==> src/sdmhs_pkg.sv <==
`timescale 1ns / 1ps
// shared types and constants of the strip detector max-hit selector
package sdmhs_pkg;

    localparam int unsigned NUM_CATS  = 4;
    localparam int unsigned NUM_GAINS = 3;
    localparam int unsigned MAX_DET_CAP = 4;

    localparam int unsigned DET_W       = 2;
    localparam int unsigned STRIP_W     = 6;
    localparam int unsigned GAIN_W      = 2;
    localparam int unsigned CAT_W       = 2;
    localparam int unsigned ENERGY_W    = 16;
    localparam int unsigned OUT_TIME_W  = 48;
    localparam int unsigned CNT_W       = 8;
    localparam int unsigned ACT_DET_W   = 3;
    localparam int unsigned ACT_STRIP_W = 7;
    localparam int unsigned CFG_IDX_W   = 2;
    localparam int unsigned CFG_DATA_W  = 16;

    // command queue between front and back
    localparam int unsigned QDEPTH = 4;
    localparam int unsigned QPTR_W = 2;
    localparam int unsigned QCNT_W = 3;

    localparam logic FUNC_HIT   = 1'b0;
    localparam logic FUNC_FLUSH = 1'b1;

    localparam logic [GAIN_W-1:0] GAIN_LL  = 2'd0;
    localparam logic [GAIN_W-1:0] GAIN_HG  = 2'd1;
    localparam logic [GAIN_W-1:0] GAIN_LG  = 2'd2;
    localparam logic [GAIN_W-1:0] GAIN_UNK = 2'd3;

    localparam logic [CAT_W-1:0] CAT_BETA_FRONT = 2'd0;
    localparam logic [CAT_W-1:0] CAT_ION_FRONT  = 2'd1;
    localparam logic [CAT_W-1:0] CAT_BETA_BACK  = 2'd2;
    localparam logic [CAT_W-1:0] CAT_ION_BACK   = 2'd3;

    localparam logic [CFG_IDX_W-1:0] CFG_ACT_DET    = 2'd0;
    localparam logic [CFG_IDX_W-1:0] CFG_ACT_STRIPS = 2'd1;
    localparam logic [CFG_IDX_W-1:0] CFG_ION_SPLIT  = 2'd2;

    localparam logic [ACT_DET_W-1:0]   ACT_DET_RESET   = 3'd1;
    localparam logic [ACT_STRIP_W-1:0] ACT_STRIP_RESET = 7'd32;
    localparam logic [ENERGY_W-1:0]    SPLIT_RESET     = 16'd10000;
    localparam logic [CNT_W-1:0]       CNT_MAX         = 8'hFF;

    typedef struct packed {
        logic                flush;
        logic [DET_W-1:0]    det;
        logic [GAIN_W-1:0]   gain;
        logic [CAT_W-1:0]    cat;
        logic [STRIP_W-1:0]  strip;
        logic [ENERGY_W-1:0] energy;
    } t_cmd;

    typedef struct packed {
        logic valid;
        t_cmd cmd;
    } t_qhead;

endpackage

==> src/sdmhs_if.sv <==
`timescale 1ns / 1ps
// hit request and result record channel interfaces
interface sdmhs_hit_if;
    logic        valid;
    logic        ready;
    logic        func;
    logic [1:0]  detector;
    logic [5:0]  strip;
    logic [1:0]  gain_type;
    logic [15:0] energy;
    logic [47:0] time_stamp;
    logic        bad_hit;

    modport source (
        output valid, func, detector, strip, gain_type, energy, time_stamp, bad_hit,
        input  ready
    );
    modport sink (
        input  valid, func, detector, strip, gain_type, energy, time_stamp, bad_hit,
        output ready
    );
endinterface

interface sdmhs_rec_if;
    logic        valid;
    logic        ready;
    logic [1:0]  out_detector;
    logic [1:0]  category;
    logic        found;
    logic [5:0]  best_strip_out;
    logic [15:0] best_energy_out;
    logic [47:0] best_time_out;
    logic [7:0]  gain_mult;
    logic        pair_complete;
    logic        event_beta;
    logic        event_implant;
    logic        last;

    modport source (
        output valid, out_detector, category, found, best_strip_out, best_energy_out,
               best_time_out, gain_mult, pair_complete, event_beta, event_implant, last,
        input  ready
    );
    modport sink (
        input  valid, out_detector, category, found, best_strip_out, best_energy_out,
               best_time_out, gain_mult, pair_complete, event_beta, event_implant, last,
        output ready
    );
endinterface

==> src/sdmhs_front.sv <==
`timescale 1ns / 1ps
// front end: takes requests, drops unusable hits, picks the category
module sdmhs_front #(
    parameter int unsigned TIME_WIDTH = 48
) (
    sdmhs_hit_if.sink                                i_hit,
    input  logic                                     i_q_full,
    input  logic [sdmhs_pkg::ACT_DET_W-1:0]          i_ndet,
    input  logic [sdmhs_pkg::ACT_STRIP_W-1:0]        i_nstrips,
    input  logic [sdmhs_pkg::ENERGY_W-1:0]           i_split,
    output logic                                     o_push,
    output sdmhs_pkg::t_cmd                          o_cmd,
    output logic [TIME_WIDTH-1:0]                    o_time
);

    logic        w_keep;
    logic [63:0] w_time64;

    assign i_hit.ready = !i_q_full;

    always_comb begin
        w_keep = (i_hit.func == sdmhs_pkg::FUNC_FLUSH) ||
                 (!i_hit.bad_hit &&
                  (i_hit.gain_type != sdmhs_pkg::GAIN_UNK) &&
                  ({1'b0, i_hit.detector} < i_ndet) &&
                  ({1'b0, i_hit.strip} < i_nstrips));
    end

    assign o_push = i_hit.valid && !i_q_full && w_keep;

    always_comb begin
        o_cmd.flush  = (i_hit.func == sdmhs_pkg::FUNC_FLUSH);
        o_cmd.det    = i_hit.detector;
        o_cmd.gain   = i_hit.gain_type;
        o_cmd.strip  = i_hit.strip;
        o_cmd.energy = i_hit.energy;
        if (i_hit.gain_type == sdmhs_pkg::GAIN_LL) begin
            o_cmd.cat = (i_hit.energy < i_split) ? sdmhs_pkg::CAT_BETA_FRONT
                                                 : sdmhs_pkg::CAT_ION_FRONT;
        end else if (i_hit.gain_type == sdmhs_pkg::GAIN_HG) begin
            o_cmd.cat = sdmhs_pkg::CAT_BETA_BACK;
        end else begin
            o_cmd.cat = sdmhs_pkg::CAT_ION_BACK;
        end
    end

    // timestamp kept to the stored width
    assign w_time64 = 64'(i_hit.time_stamp);
    assign o_time   = w_time64[TIME_WIDTH-1:0];

endmodule

==> src/sdmhs_queue.sv <==
`timescale 1ns / 1ps
// short command queue between the front end and the store
module sdmhs_queue #(
    parameter int unsigned TIME_WIDTH = 48
) (
    input  logic                  i_clk,
    input  logic                  i_rst_n,
    input  logic                  i_push,
    input  sdmhs_pkg::t_cmd       i_cmd,
    input  logic [TIME_WIDTH-1:0] i_time,
    input  logic                  i_pop,
    output logic                  o_full,
    output sdmhs_pkg::t_qhead     o_head,
    output logic [TIME_WIDTH-1:0] o_time
);

    sdmhs_pkg::t_cmd               r_cmd  [sdmhs_pkg::QDEPTH];
    logic [TIME_WIDTH-1:0]         r_time [sdmhs_pkg::QDEPTH];
    logic [sdmhs_pkg::QPTR_W-1:0]  r_wr;
    logic [sdmhs_pkg::QPTR_W-1:0]  r_rd;
    logic [sdmhs_pkg::QCNT_W-1:0]  r_cnt;

    assign o_full       = (r_cnt == sdmhs_pkg::QCNT_W'(sdmhs_pkg::QDEPTH));
    assign o_head.valid = (r_cnt != '0);
    assign o_head.cmd   = r_cmd[r_rd];
    assign o_time       = r_time[r_rd];

    always_ff @(posedge i_clk) begin
        if (!i_rst_n) begin
            r_wr  <= '0;
            r_rd  <= '0;
            r_cnt <= '0;
        end else begin
            if (i_push) begin
                r_wr <= r_wr + 1'b1;
            end
            if (i_pop) begin
                r_rd <= r_rd + 1'b1;
            end
            r_cnt <= r_cnt + sdmhs_pkg::QCNT_W'(i_push) - sdmhs_pkg::QCNT_W'(i_pop);
        end
    end

    always_ff @(posedge i_clk) begin
        if (i_push) begin
            r_cmd[r_wr]  <= i_cmd;
            r_time[r_wr] <= i_time;
        end
    end

endmodule

==> src/sdmhs_back.sv <==
`timescale 1ns / 1ps
// back end: per-detector best-hit store, counters and flush record walker
module sdmhs_back #(
    parameter int unsigned NUM_DET    = 4,
    parameter int unsigned TIME_WIDTH = 48
) (
    input  logic                              i_clk,
    input  logic                              i_rst_n,
    input  logic [sdmhs_pkg::ACT_DET_W-1:0]   i_ndet,
    input  sdmhs_pkg::t_qhead                 i_head,
    input  logic [TIME_WIDTH-1:0]             i_time,
    output logic                              o_pop,
    sdmhs_rec_if.source                       o_rec
);

    localparam int unsigned DW = (NUM_DET > 1) ? $clog2(NUM_DET) : 1;
    localparam int unsigned ACT_DET_EXT = sdmhs_pkg::ACT_DET_W;

    logic                              r_found  [NUM_DET][sdmhs_pkg::NUM_CATS];
    logic [sdmhs_pkg::ENERGY_W-1:0]    r_energy [NUM_DET][sdmhs_pkg::NUM_CATS];
    logic [sdmhs_pkg::STRIP_W-1:0]     r_strip  [NUM_DET][sdmhs_pkg::NUM_CATS];
    logic [TIME_WIDTH-1:0]             r_time   [NUM_DET][sdmhs_pkg::NUM_CATS];
    logic [sdmhs_pkg::CNT_W-1:0]       r_mult   [NUM_DET][sdmhs_pkg::NUM_GAINS];

    logic [DW-1:0]                     r_fdet;
    logic [sdmhs_pkg::CAT_W-1:0]       r_fcat;

    logic                              r_ovalid;
    logic [sdmhs_pkg::DET_W-1:0]       r_odet;
    logic [sdmhs_pkg::CAT_W-1:0]       r_ocat;
    logic                              r_ofound;
    logic [sdmhs_pkg::STRIP_W-1:0]     r_ostrip;
    logic [sdmhs_pkg::ENERGY_W-1:0]    r_oenergy;
    logic [sdmhs_pkg::OUT_TIME_W-1:0]  r_otime;
    logic [sdmhs_pkg::CNT_W-1:0]       r_omult;
    logic                              r_opair;
    logic                              r_obeta;
    logic                              r_oion;
    logic                              r_olast;

    sdmhs_pkg::t_cmd                   w_cmd;
    logic [DW-1:0]                     w_hdet;
    logic [sdmhs_pkg::CNT_W-1:0]       w_cnt;
    logic                              w_take;
    logic                              w_do_hit;
    logic                              w_do_rec;
    logic                              w_out_free;
    logic                              w_last;
    logic [sdmhs_pkg::GAIN_W-1:0]      w_rgain;
    logic                              w_rfound;
    logic                              w_rpair;
    logic                              w_any_beta;
    logic                              w_any_ion;
    logic [63:0]                       w_rtime64;

    assign w_cmd  = i_head.cmd;
    assign w_hdet = w_cmd.det[DW-1:0];

    // hit side: read-modify-write of one slot and one counter per cycle
    assign w_cnt  = r_mult[w_hdet][w_cmd.gain];
    assign w_take = !r_found[w_hdet][w_cmd.cat] ||
                    (w_cmd.energy > r_energy[w_hdet][w_cmd.cat]);

    assign w_out_free = !r_ovalid || o_rec.ready;
    assign w_do_hit   = i_head.valid && !w_cmd.flush;
    assign w_do_rec   = i_head.valid && w_cmd.flush && w_out_free;
    assign w_last     = (ACT_DET_EXT'(r_fdet) == i_ndet - 3'd1) &&
                        (r_fcat == sdmhs_pkg::CAT_ION_BACK);
    assign o_pop      = w_do_hit || (w_do_rec && w_last);

    // flush side: record fields for the slot under the walker
    assign w_rgain   = (r_fcat < sdmhs_pkg::CAT_BETA_BACK) ? sdmhs_pkg::GAIN_LL
                                                           : r_fcat - 2'd1;
    assign w_rfound  = r_found[r_fdet][r_fcat];
    assign w_rpair   = r_found[r_fdet][{1'b0, r_fcat[0]}] &&
                       r_found[r_fdet][{1'b1, r_fcat[0]}];
    assign w_rtime64 = 64'(r_time[r_fdet][r_fcat]);

    always_comb begin
        w_any_beta = 1'b0;
        w_any_ion  = 1'b0;
        for (int d = 0; d < NUM_DET; d++) begin
            if (3'(d) < i_ndet) begin
                if (r_found[d][sdmhs_pkg::CAT_BETA_FRONT] &&
                    r_found[d][sdmhs_pkg::CAT_BETA_BACK]) begin
                    w_any_beta = 1'b1;
                end
                if (r_found[d][sdmhs_pkg::CAT_ION_FRONT] &&
                    r_found[d][sdmhs_pkg::CAT_ION_BACK]) begin
                    w_any_ion = 1'b1;
                end
            end
        end
    end

    always_ff @(posedge i_clk) begin
        if (!i_rst_n) begin
            r_ovalid <= 1'b0;
            r_fdet   <= '0;
            r_fcat   <= '0;
            for (int d = 0; d < NUM_DET; d++) begin
                for (int c = 0; c < sdmhs_pkg::NUM_CATS; c++) begin
                    r_found[d][c] <= 1'b0;
                end
                for (int g = 0; g < sdmhs_pkg::NUM_GAINS; g++) begin
                    r_mult[d][g] <= '0;
                end
            end
        end else begin
            if (w_do_rec) begin
                r_ovalid <= 1'b1;
            end else if (o_rec.ready) begin
                r_ovalid <= 1'b0;
            end
            if (w_do_hit) begin
                if (w_cnt != sdmhs_pkg::CNT_MAX) begin
                    r_mult[w_hdet][w_cmd.gain] <= w_cnt + 1'b1;
                end
                if (w_take) begin
                    r_found[w_hdet][w_cmd.cat] <= 1'b1;
                end
            end
            if (w_do_rec) begin
                r_fcat <= r_fcat + 2'd1;
                if (w_last) begin
                    // end of flush: empty the store for the next event
                    r_fdet <= '0;
                    for (int d = 0; d < NUM_DET; d++) begin
                        for (int c = 0; c < sdmhs_pkg::NUM_CATS; c++) begin
                            r_found[d][c] <= 1'b0;
                        end
                        for (int g = 0; g < sdmhs_pkg::NUM_GAINS; g++) begin
                            r_mult[d][g] <= '0;
                        end
                    end
                end else if (r_fcat == sdmhs_pkg::CAT_ION_BACK) begin
                    r_fdet <= r_fdet + 1'b1;
                end
            end
        end
    end

    // payload, meaningful only under the found bits and the output valid
    always_ff @(posedge i_clk) begin
        if (w_do_hit && w_take) begin
            r_energy[w_hdet][w_cmd.cat] <= w_cmd.energy;
            r_strip[w_hdet][w_cmd.cat]  <= w_cmd.strip;
            r_time[w_hdet][w_cmd.cat]   <= i_time;
        end
        if (w_do_rec) begin
            r_odet    <= sdmhs_pkg::DET_W'(r_fdet);
            r_ocat    <= r_fcat;
            r_ofound  <= w_rfound;
            r_ostrip  <= w_rfound ? r_strip[r_fdet][r_fcat] : '0;
            r_oenergy <= w_rfound ? r_energy[r_fdet][r_fcat] : '0;
            r_otime   <= w_rfound ? w_rtime64[sdmhs_pkg::OUT_TIME_W-1:0] : '0;
            r_omult   <= r_mult[r_fdet][w_rgain];
            r_opair   <= w_rpair;
            r_obeta   <= w_last && w_any_beta;
            r_oion    <= w_last && w_any_ion;
            r_olast   <= w_last;
        end
    end

    assign o_rec.valid           = r_ovalid;
    assign o_rec.out_detector    = r_odet;
    assign o_rec.category        = r_ocat;
    assign o_rec.found           = r_ofound;
    assign o_rec.best_strip_out  = r_ostrip;
    assign o_rec.best_energy_out = r_oenergy;
    assign o_rec.best_time_out   = r_otime;
    assign o_rec.gain_mult       = r_omult;
    assign o_rec.pair_complete   = r_opair;
    assign o_rec.event_beta      = r_obeta;
    assign o_rec.event_implant   = r_oion;
    assign o_rec.last            = r_olast;

endmodule

==> src/strip_detector_max_hit_selector_top.sv <==
`timescale 1ns / 1ps
// top level of the strip detector max-hit selector
//
// i_hit carries one request per item: a detector hit (func 0) or an end of
// event (func 1). o_rec returns four result records per active detector for
// each end of event, ordered by detector and then category; the last one
// has last set and carries the event-wide beta and implant flags.
// Configuration goes through i_cfg_we / i_cfg_idx / i_cfg_data while the
// block is idle, which only the user enforces. Out-of-range register values
// are clamped. Hits are taken one per cycle while the queue has room: each
// is a single read-modify-write of the best-hit store and its counter in the
// back end. A request is accepted into a four-entry queue, so i_hit.ready
// drops only when that queue is full. An end of event loads its first record
// once it reaches the queue head and the output register is free, then one
// record per cycle while o_rec.ready is high. When o_rec stalls, the record
// holds in the output register and the walker waits; hits pile up in the
// queue. The store is cleared in the same cycle as the last record is
// loaded. Reset (synchronous, active low) empties the queue and the store
// and loads the register defaults: one detector, 32 strips, split at 10000.
module strip_detector_max_hit_selector_top #(
    parameter int unsigned MAX_DETECTORS = 4,
    parameter int unsigned MAX_STRIPS    = 64,
    parameter int unsigned TIME_WIDTH    = 48
) (
    input  logic                                i_clk,
    input  logic                                i_rst_n,
    sdmhs_hit_if.sink                           i_hit,
    sdmhs_rec_if.source                         o_rec,
    input  logic                                i_cfg_we,
    input  logic [sdmhs_pkg::CFG_IDX_W-1:0]     i_cfg_idx,
    input  logic [sdmhs_pkg::CFG_DATA_W-1:0]    i_cfg_data
);

    localparam int unsigned NCAP = (MAX_DETECTORS < sdmhs_pkg::MAX_DET_CAP) ?
                                   MAX_DETECTORS : sdmhs_pkg::MAX_DET_CAP;

    logic [sdmhs_pkg::ACT_DET_W-1:0]   r_act_det;
    logic [sdmhs_pkg::ACT_STRIP_W-1:0] r_act_strips;
    logic [sdmhs_pkg::ENERGY_W-1:0]    r_split;

    logic [sdmhs_pkg::ACT_DET_W-1:0]   w_ndet;
    logic [sdmhs_pkg::ACT_STRIP_W-1:0] w_nstrips;

    logic                              w_push;
    sdmhs_pkg::t_cmd                   w_cmd;
    logic [TIME_WIDTH-1:0]             w_time;
    logic                              w_full;
    logic                              w_pop;
    sdmhs_pkg::t_qhead                 w_head;
    logic [TIME_WIDTH-1:0]             w_head_time;

    always_ff @(posedge i_clk) begin
        if (!i_rst_n) begin
            r_act_det    <= sdmhs_pkg::ACT_DET_RESET;
            r_act_strips <= sdmhs_pkg::ACT_STRIP_RESET;
            r_split      <= sdmhs_pkg::SPLIT_RESET;
        end else if (i_cfg_we) begin
            case (i_cfg_idx)
                sdmhs_pkg::CFG_ACT_DET: begin
                    r_act_det <= i_cfg_data[sdmhs_pkg::ACT_DET_W-1:0];
                end
                sdmhs_pkg::CFG_ACT_STRIPS: begin
                    r_act_strips <= i_cfg_data[sdmhs_pkg::ACT_STRIP_W-1:0];
                end
                sdmhs_pkg::CFG_ION_SPLIT: begin
                    r_split <= i_cfg_data;
                end
                default: begin
                end
            endcase
        end
    end

    always_comb begin
        if (r_act_det == '0) begin
            w_ndet = 3'd1;
        end else if (r_act_det > sdmhs_pkg::ACT_DET_W'(NCAP)) begin
            w_ndet = sdmhs_pkg::ACT_DET_W'(NCAP);
        end else begin
            w_ndet = r_act_det;
        end
        if (r_act_strips == '0) begin
            w_nstrips = 7'd1;
        end else if (r_act_strips > sdmhs_pkg::ACT_STRIP_W'(MAX_STRIPS)) begin
            w_nstrips = sdmhs_pkg::ACT_STRIP_W'(MAX_STRIPS);
        end else begin
            w_nstrips = r_act_strips;
        end
    end

    sdmhs_front #(
        .TIME_WIDTH (TIME_WIDTH)
    ) u_front (
        .i_hit     (i_hit),
        .i_q_full  (w_full),
        .i_ndet    (w_ndet),
        .i_nstrips (w_nstrips),
        .i_split   (r_split),
        .o_push    (w_push),
        .o_cmd     (w_cmd),
        .o_time    (w_time)
    );

    sdmhs_queue #(
        .TIME_WIDTH (TIME_WIDTH)
    ) u_queue (
        .i_clk   (i_clk),
        .i_rst_n (i_rst_n),
        .i_push  (w_push),
        .i_cmd   (w_cmd),
        .i_time  (w_time),
        .i_pop   (w_pop),
        .o_full  (w_full),
        .o_head  (w_head),
        .o_time  (w_head_time)
    );

    sdmhs_back #(
        .NUM_DET    (NCAP),
        .TIME_WIDTH (TIME_WIDTH)
    ) u_back (
        .i_clk   (i_clk),
        .i_rst_n (i_rst_n),
        .i_ndet  (w_ndet),
        .i_head  (w_head),
        .i_time  (w_head_time),
        .o_pop   (w_pop),
        .o_rec   (o_rec)
    );

    // the queue is never written past its depth
    a_no_push_full: assert property (@(posedge i_clk) disable iff (!i_rst_n)
        w_push |-> !w_full)
        else $error("command pushed into a full queue");

    // the back end only retires a command that is present
    a_pop_valid: assert property (@(posedge i_clk) disable iff (!i_rst_n)
        w_pop |-> w_head.valid)
        else $error("command popped from an empty queue");

    // the final record belongs to the last active detector's last category
    a_last_place: assert property (@(posedge i_clk) disable iff (!i_rst_n)
        (o_rec.valid && o_rec.last) |->
            (o_rec.category == sdmhs_pkg::CAT_ION_BACK &&
             {1'b0, o_rec.out_detector} == w_ndet - 3'd1))
        else $error("last record at the wrong place");

    // event flags appear on the final record only
    a_event_on_last: assert property (@(posedge i_clk) disable iff (!i_rst_n)
        (o_rec.valid && !o_rec.last) |-> (!o_rec.event_beta && !o_rec.event_implant))
        else $error("event flag set before the last record");

endmodule
==> src/flat_wrapper.sv <==
// flat-port wrapper written by rule: the top's interface ports become plain ports
module strip_detector_max_hit_selector_top_flat 
#(
    parameter int unsigned MAX_DETECTORS = 4,
    parameter int unsigned MAX_STRIPS    = 64,
    parameter int unsigned TIME_WIDTH    = 48
)
  (i_clk, i_rst_n, i_cfg_we, i_cfg_idx, i_cfg_data, i_hit_valid, i_hit_func, i_hit_detector, i_hit_strip, i_hit_gain_type, i_hit_energy, i_hit_time_stamp, i_hit_bad_hit, i_hit_ready, o_rec_valid, o_rec_out_detector, o_rec_category, o_rec_found, o_rec_best_strip_out, o_rec_best_energy_out, o_rec_best_time_out, o_rec_gain_mult, o_rec_pair_complete, o_rec_event_beta, o_rec_event_implant, o_rec_last, o_rec_ready);
  sdmhs_hit_if i_hit_i ();
  sdmhs_rec_if o_rec_i ();
  input  logic i_clk;
  input  logic i_rst_n;
  input  logic i_cfg_we;
  input  logic [sdmhs_pkg::CFG_IDX_W-1:0] i_cfg_idx;
  input  logic [sdmhs_pkg::CFG_DATA_W-1:0] i_cfg_data;
  input wire logic [$bits(i_hit_i.valid)-1:0] i_hit_valid;
  input wire logic [$bits(i_hit_i.func)-1:0] i_hit_func;
  input wire logic [$bits(i_hit_i.detector)-1:0] i_hit_detector;
  input wire logic [$bits(i_hit_i.strip)-1:0] i_hit_strip;
  input wire logic [$bits(i_hit_i.gain_type)-1:0] i_hit_gain_type;
  input wire logic [$bits(i_hit_i.energy)-1:0] i_hit_energy;
  input wire logic [$bits(i_hit_i.time_stamp)-1:0] i_hit_time_stamp;
  input wire logic [$bits(i_hit_i.bad_hit)-1:0] i_hit_bad_hit;
  output wire logic [$bits(i_hit_i.ready)-1:0] i_hit_ready;
  output wire logic [$bits(o_rec_i.valid)-1:0] o_rec_valid;
  output wire logic [$bits(o_rec_i.out_detector)-1:0] o_rec_out_detector;
  output wire logic [$bits(o_rec_i.category)-1:0] o_rec_category;
  output wire logic [$bits(o_rec_i.found)-1:0] o_rec_found;
  output wire logic [$bits(o_rec_i.best_strip_out)-1:0] o_rec_best_strip_out;
  output wire logic [$bits(o_rec_i.best_energy_out)-1:0] o_rec_best_energy_out;
  output wire logic [$bits(o_rec_i.best_time_out)-1:0] o_rec_best_time_out;
  output wire logic [$bits(o_rec_i.gain_mult)-1:0] o_rec_gain_mult;
  output wire logic [$bits(o_rec_i.pair_complete)-1:0] o_rec_pair_complete;
  output wire logic [$bits(o_rec_i.event_beta)-1:0] o_rec_event_beta;
  output wire logic [$bits(o_rec_i.event_implant)-1:0] o_rec_event_implant;
  output wire logic [$bits(o_rec_i.last)-1:0] o_rec_last;
  input wire logic [$bits(o_rec_i.ready)-1:0] o_rec_ready;
  assign i_hit_i.valid = i_hit_valid;
  assign i_hit_i.func = i_hit_func;
  assign i_hit_i.detector = i_hit_detector;
  assign i_hit_i.strip = i_hit_strip;
  assign i_hit_i.gain_type = i_hit_gain_type;
  assign i_hit_i.energy = i_hit_energy;
  assign i_hit_i.time_stamp = i_hit_time_stamp;
  assign i_hit_i.bad_hit = i_hit_bad_hit;
  assign i_hit_ready = i_hit_i.ready;
  assign o_rec_valid = o_rec_i.valid;
  assign o_rec_out_detector = o_rec_i.out_detector;
  assign o_rec_category = o_rec_i.category;
  assign o_rec_found = o_rec_i.found;
  assign o_rec_best_strip_out = o_rec_i.best_strip_out;
  assign o_rec_best_energy_out = o_rec_i.best_energy_out;
  assign o_rec_best_time_out = o_rec_i.best_time_out;
  assign o_rec_gain_mult = o_rec_i.gain_mult;
  assign o_rec_pair_complete = o_rec_i.pair_complete;
  assign o_rec_event_beta = o_rec_i.event_beta;
  assign o_rec_event_implant = o_rec_i.event_implant;
  assign o_rec_last = o_rec_i.last;
  assign o_rec_i.ready = o_rec_ready;
  strip_detector_max_hit_selector_top #(.MAX_DETECTORS(MAX_DETECTORS), .MAX_STRIPS(MAX_STRIPS), .TIME_WIDTH(TIME_WIDTH)) u_core (.i_clk(i_clk), .i_rst_n(i_rst_n), .i_hit(i_hit_i), .o_rec(o_rec_i), .i_cfg_we(i_cfg_we), .i_cfg_idx(i_cfg_idx), .i_cfg_data(i_cfg_data));
endmodule
==> config.mk <==
export PLATFORM = sky130hd
export DESIGN_NAME = strip_detector_max_hit_selector_top_flat
export DESIGN_NICKNAME = d
export VERILOG_FILES = /design/src/sdmhs_pkg.sv /design/src/sdmhs_if.sv /design/src/sdmhs_front.sv /design/src/sdmhs_queue.sv /design/src/sdmhs_back.sv /design/src/strip_detector_max_hit_selector_top.sv /design/src/flat_wrapper.sv
export SDC_FILE = /design/constraint.sdc
export NUM_CORES = 2
export LEC_CHECK = 0
export BUFFER_PORTS_ARGS = -buffer_cell sky130_fd_sc_hd__buf_4
export CAP_MARGIN = 20
export CORE_MARGIN = 4
export CORE_UTILIZATION = 30
export CTS_CLUSTER_SIZE = 28
export DETAILED_ROUTE_END_ITERATION = 8
export GPL_ROUTABILITY_DRIVEN = 0
export PLACE_DENSITY = 0.55
export SLEW_MARGIN = 20
export SYNTH_ARGS = -nofsm -noshare
export SYNTH_HDL_FRONTEND = slang
export SYNTH_SLANG_ARGS = --single-unit
==> constraint.sdc <==
create_clock -name i_clk -period 20.9 [get_ports i_clk]
set_input_delay 4.18 -clock i_clk [delete_from_list [all_inputs] [get_ports i_clk]]
set_output_delay 4.18 -clock i_clk [all_outputs]
set_load 0.01 [all_outputs]
### After elaboration in Yosys (flattened, before gate mapping)

Memories as Yosys holds them, arrays and structs flattened. A register that Yosys moved wholly into a read port is not among the register bits.
Index checks and enable logic that the tools add are counted.

| cells by class | value |
|---|---|
| equal/unequal tests | 8 |
| add/sub/neg operators | 9 |
| muxes and demuxes | 135 |
| reduce and logical (&&, ||, !) cells | 46 |
| magnitude comparators | 19 |
| bitwise gates (word level) | 34 |

Operators with widths:

| kind | count |
|---|---|
| $mux 192 | 1 |
| $mux 48 | 3 |
| $mux 8 | 17 |
| $bmux 48 s2 | 1 |
| $demux 48 s2 | 1 |
| $mux 24 | 4 |
| $mux 16 | 5 |
| $bmux 16 s2 | 2 |
| $mux 64 | 1 |
| $mux 1 | 59 |
| $mux 2 | 20 |
| $bmux 8 s2 | 2 |
| $demux 16 s2 | 1 |
| $or 1x1->1 | 28 |
| $logic_and 1x1->1 | 24 |
| $reduce_or 24->1 | 1 |
| $ge 3x3->1 const B | 6 |
| $mux 6 | 3 |
| $demux 8 s2 | 1 |
| $gt 16x16->1 | 1 |
| $lt 16x16->1 | 1 |
| $not 2->3 | 5 |
| $mux 7 | 2 |
| $bmux 6 s2 | 1 |
| other kinds (35) | 61 |

| word-level totals | value |
|---|---|
| input port bits | 99 |
| bits in registers | 125 |
| output and inout port bits | 89 |
| memories kept | 7 |
| memory bits (writable) | 1540 |

Memories:

| memory | depth | bits a word | read ports | clocked after memory_dff | wr ports | line | RTL |
|---|---|---|---|---|---|---|---|
| u_core.u_back.r_time | 4 | 192 | 1 | 1 | 1 | sdmhs_back.sv:22 | `logic [TIME_WIDTH-1:0] r_time [NUM_DET][sdmhs_pkg::NUM_CATS];` |
| u_core.u_back.r_energy | 4 | 64 | 2 | 1 | 1 | sdmhs_back.sv:20 | `logic [sdmhs_pkg::ENERGY_W-1:0] r_energy [NUM_DET][sdmhs_pkg::NUM_CATS];` |
| u_core.u_queue.r_time | 4 | 48 | 1 | 1 | 1 | sdmhs_queue.sv:18 | `logic [TIME_WIDTH-1:0] r_time [sdmhs_pkg::QDEPTH];` |
| u_core.u_queue.r_cmd | 4 | 29 | 1 | 1 | 1 | sdmhs_queue.sv:17 | `sdmhs_pkg::t_cmd r_cmd [sdmhs_pkg::QDEPTH];` |
| u_core.u_back.r_mult | 4 | 24 | 2 | 1 | 4 | sdmhs_back.sv:23 | `logic [sdmhs_pkg::CNT_W-1:0] r_mult [NUM_DET][sdmhs_pkg::NUM_GAINS];` |
| u_core.u_back.r_strip | 4 | 24 | 1 | 1 | 1 | sdmhs_back.sv:21 | `logic [sdmhs_pkg::STRIP_W-1:0] r_strip [NUM_DET][sdmhs_pkg::NUM_CATS];` |
| 1 more memories | -- | -- | -- | -- | -- | -- |  |

### Logic depth before layout (Yosys ltp)

| logic depth | value |
|---|---|
| depth in word-level cells | 12 |
| gate-level depth with buffers | 22 |
| mapped depth without buffers | 15 |

### Modules after synthesis

A second synthesis with hierarchy kept.

| second synthesis, totals | value |
|---|---|
| cell total of the unflattened synthesis | 3199 |
| area, all modules | 67644.9 sq um |

Modules (own cells, without submodules):

| module | instances | area an instance (sq um) | cells each |
|---|---|---|---|
| sdmhs_back | 1 | 53735.3 | 2474 |
| sdmhs_queue | 1 | 11588.6 | 446 |
| strip_detector_max_hit_selector_top | 1 | 1168.6 | 122 |
| sdmhs_front | 1 | 1152.4 | 157 |

### Worst setup path after synthesis

OpenSTA, ideal clock, no wires.

| timing | value |
|---|---|
| path kind | register -> register |
| start | register (tool-made name) |
| end | memory u_core.u_back.r_energy[0][16] (netlist bit), enable pin |
| required time | 20.316 ns |
| path buffers | 6 |
| stages on the path, launching flop included | 21 |
| setup slack | 11.566 ns |
| arrival time | 8.750 ns |
| setup time | 0.584 ns |
| cell sequence | dfxtp_1 buf_4 mux4_2 buf_6 buf_4 buf_4 buf_2 buf_2 mux4_2 a211oi_1 a21oi_1 ha_1 nor2b_1 o21a_1 o21a_1 o21a_1 o21a_1 o21ai_0 a21boi_1 nor3b_1 nor3_1 |

RTL lines:

| element | line |
|---|---|
| end, declared | sdmhs_back.sv:20 |

==> qor.csv <==
stage,metric,value,unit
clocking,htreeDepth,4,
worst_setup_path,worst_path_largest_cell_delay,0.93,ns
routing,drt-vias-per-instance,4.94,
floorplan,die-area,232000,sq um
routing,wirelength,172,mm
run,cap_violations,0,
worst_setup_path,cp_num_buf_inv,3,
routing,ant_nets,0,
routing,num_vias,32400,
placement,hpwl,99.9,mm
sta,min_period,7.50,ns
synthesis,synth_top_area_share,70.2,%
worst_setup_path,critPathRequiredTime,21.31,ns
cells_and_area,layout.nets,3578,
sta,relSlewSlack,24.8,%
routing,wl_per_cell,26.2,um
sta,setup_tns,0,ns
cells_and_area,stdcell_area,77800,sq um
worst_setup_path,crit_path_max_fanout,48,
worst_setup_path,crit_type,reg2reg,
worst_hold_path,min_path_cells,2,
sta,clock_skew,0.0423,ns
clocking,cts.clk_slew.worst_paths,0.06,ns
synthesis,synth.cell_area,67200,sq um
floorplan,die_h,481,um
sta,setup_violations,0,
worst_setup_path,crit_family,buffers and inverters,
pwr,p_total,9.31,mW
clocking,cts_resized,0,
floorplan,row_count,173,
sta,rsz0062_at_grt,false,
global_route,grt_pass1_wl,250,mm
placement,port_buffers,187,
routing,dr.pass1.iters,8,
sta,drv_slew,0,
worst_setup_path,r2r_cells,15,
cells_and_area,drive_gt1_share,30.8,%
clocking,numCtsBuffers,172,
worst_hold_path,min_path_type,reg2reg,
pwr,vdd_drop_max,0.0886,mV
floorplan,pin_count,188,
cells_and_area,syn2layout_area_growth,15.7,%
pwr,internal-power,6.63,mW
worst_hold_path,holdPathEnd,u_core.r_split[1]$_SDFFE_PN0P_,
clocking,insertion_delay,0.81,ns
worst_setup_path,cp_slowest_cell,buf_4,
synthesis,synthFlopType,edfxtp_1,
routing,drc,0,
clocking,cts-root-buf,clkbuf_16,
floorplan,initial_core_util,30.2,%
global_route,grt_max_degree,140,
synthesis,synthCells,3183,
worst_setup_path,crit_chain,mux4_4 > buf_4 > mux4_2 > mux2_2 > a21oi_1 > ha_1 > nand4_1 > nor2_1 > and3_1 > nand4_1 > a21boi_1 > nor3b_1 > buf_4 > nor2_4 > buf_4,
floorplan,dieWidth,481,um
synthesis,ys_top_cells_by_area,"edfxtp_1 (70%), mux4_2 (18%), dfxtp_1 (2.9%)",
clocking,postCtsHoldBufs,0,
pwr,p_comb_share,20.9,%
pwr,p_leak,24.0,nW
floorplan,core,223000,sq um
worst_hold_path,min_from,u_core.r_split[1]$_SDFFE_PN0P_,
placement,place_area,72300,sq um
global_route,overflow,0,
worst_setup_path,worstReg2RegEnd,u_core.u_back.r_time[2][108]$_DFFE_PP_,
synthesis,syn_avg_cell_area,21.1,sq um
sta,finalHoldViolations,0,
worst_setup_path,critPathLaunchType,flip-flop,
synthesis,synthArstFlopShare,0,%
clocking,postCtsSetupRepairBufs,0,
pwr,power_frac_seq,46.8,%
worst_setup_path,cp_data_arrival_time,7.91,ns
sta,fin_crit_sh,35.9,%
synthesis,synth_edf_count,1571,
pwr,switchingPower,2.68,mW
routing,drt_iter0_drc,2976,
synthesis,ys_seq_area_share,73.1,%
synthesis,ys_types,63,
synthesis,syn-num-nets,3331,
clocking,cts_tree,done,
worst_setup_path,r2r_slack,13.40,ns
synthesis,synth_area_leader_cell,edfxtp_1,
sta,tightest_slew,1.13,ns
synthesis,ys_ff_latch,1669,
pwr,swShare,28.7,%
clocking,clockBufferDepth,3,
worst_setup_path,crit_top_cell,buf_4,
status,status,"finished, final reports clean",
clocking,clkSinkCount,1669,
pwr,clockPowerShare,32.3,%
global_route,grt_use_total,14.8,%
global_route,antenna_found_initial,15,
global_route,grt_pass1_vias,34400,
pwr,powerDensity,120,nW/um^2
worst_setup_path,endpoint_kind,flip-flop,
synthesis,yosysWarnings,0,
sta,clock.fmax,133,MHz
[final cells by class]
type                    count  area (sq um)
clock buffers             217          4540
repair buffers            256          1950
fillers                 20800        145000
multi-input cells        1295         17300
flip-flops and latches   1669         49200
well taps                2975          3720
clock inverters            98           918
inverters                  36           140
diodes                      6          15.0
[per-layer routing]
layer  vias to the layer above  wire [um]  GRT usage, %
met5                         -         27             0
met4                         4       3610          3.74
met3                       213       8760          2.43
met2                       867      86000          24.8
met1                     17500      73600          20.1
li1                      13800          -             -
[Yosys cell counts (15+ instances only)]
cell      count
nand2b_1     16
inv_1        36
nor2_1       75
o21ai_0      22
a21oi_1      36
o21ai_1      21
buf_1        38
and2_1       17
dfxtp_1      98
a21o_1       16
mux4_2      532
ha_1         48
clkbuf_1    117
nor2b_1      88
nor3_1       43
edfxtp_1   1571
mux2_2       19
buf_2        19
nand3_1      37
mux2i_1      81
nand2_1      97
a21boi_0     15
[sequential cells by signal, indices dropped and copies added, names as in the netlist, 2 cells and up, named ones only]
| signal | count |
|---|---|
| u_core.u_queue.r_wr | 2 |
| u_core.u_back.r_energy | 256 |
| u_core.r_act_det | 3 |
| u_core.u_back.r_found | 16 |
| u_core.u_back.o_rec.category | 2 |
| u_core.u_queue.r_cmd | 116 |
| u_core.u_queue.r_time | 192 |
| u_core.u_back.r_mult | 96 |
| u_core.r_split | 16 |
| u_core.u_back.r_strip | 96 |
| u_core.u_back.o_rec.best_energy_out | 16 |
| u_core.r_act_strips | 7 |
| u_core.u_back.o_rec.gain_mult | 8 |
| u_core.u_back.o_rec.best_time_out | 48 |
| u_core.u_back.o_rec.best_strip_out | 6 |
| u_core.u_back.r_fcat | 2 |
| u_core.u_back.o_rec.out_detector | 2 |
| u_core.u_back.r_time | 768 |
| u_core.u_queue.r_cnt | 3 |
| u_core.u_queue.r_rd | 2 |
| u_core.u_back.r_fdet | 2 |
[power by group through the flow]
stage	combinational (mW)	sequential, mW	clock [mW]
after floorplan	1.16	4.43	0
after global placement	1.98	4.43	0
after detailed placement	2.00	4.43	0
after CTS	2.00	4.36	3.09
after global routing	2.11	4.38	3.23
final	1.94	4.36	3.01
[stage by stage]
| step | hold slack, ns | util (%) | setup slack (ns) | std cells |
|---|---|---|---|---|
| floorplan | 0.441 | - | 11.57 | 3183 |
| global placement | 0.458 | 32.5 | 13.11 | 6231 |
| detailed placement | 0.462 | 32.5 | 13.14 | 6231 |
| CTS | 0.470 | 34.9 | 13.20 | 6546 |
| global route | 0.488 | 34.9 | 12.87 | 6548 |
| finish | 0.466 | 34.9 | 13.40 | 6552 |
[worst max path at each step]
stage / cells past startpoint / from / to / slack [ns]
finish: 15 / flip-flop / u_core.u_back.r_time[2][108]$_DFFE_PP_ / 13.40
CTS: 15 / flip-flop / u_core.u_back.r_time[2][130]$_DFFE_PP_ / 13.20
floorplan: 20 / flip-flop / u_core.u_back.r_energy[0][16]$_DFFE_PP_ / 11.57
global route: 15 / flip-flop / u_core.u_back.r_time[2][137]$_DFFE_PP_ / 12.87
detailed placement: 9 / i_hit_strip[1] / u_core.u_queue.r_time[0][9]$_DFFE_PP_ / 13.14
global placement: 9 / i_hit_strip[1] / u_core.u_queue.r_time[3][19]$_DFFE_PP_ / 13.11
[cell families (layout without fill, tap and decap cells)]
logic type | count (synthesis) | count (layout) | share of synthesized area, %
AOI/OAI and AO/OA | 168 | 168 | 1.62
xor gates and xnor gates | 15 | 15 | 0.207
adders and majority gates | 49 | 49 | 0.923
buffers and inverters | 219 | 607 | 1.33
DFF | 1669 | 1669 | 73.1
muxes | 635 | 635 | 19.4
other | 0 | 6 | 0
and+or+nand+nor | 428 | 428 | 3.39
[worst reg2reg max path: cells and delay by family (launching register included)]
kind / cells / cell delay, ns
muxes: 3 / 1.70
and+or+nand+nor: 6 / 1.52
AOI/OAI and AO/OA: 2 / 0.91
buffers and inverters: 3 / 1.99
DFF: 1 / 0.62
adders and majority gates: 1 / 0.29
[layout by cell type, fill, tap and decap left out, types with 6 or more instances in the layout]
master,Yosys,routed
a21o_1,16,16
clkinvlp_4,0,7
o22ai_1,9,9
clkinv_1,0,33
nor2_4,0,6
nor2b_1,88,87
nand2b_1,16,16
clkbuf_1,117,41
mux4_2,532,529
nor3_2,0,6
nor2_1,75,69
inv_1,36,35
nand2_1,97,97
or2_1,6,6
edfxtp_1,1571,1571
nand3_1,37,37
o21ai_0,22,19
xnor2_1,10,9
dfxtp_1,98,93
diode_2,0,6
buf_4,5,254
a21boi_0,15,15
o21a_1,9,9
o31ai_1,6,6
bufinv_16,0,12
mux2_2,19,19
nor3_1,43,37
o21ai_1,21,23
o211ai_1,7,7
clkbuf_16,0,174
and2_1,17,13
clkinv_2,0,29
mux2i_1,81,81
and3_1,10,8
ha_1,48,48
a21oi_1,36,36
Note: power is estimated with default switching activity, not from simulation.
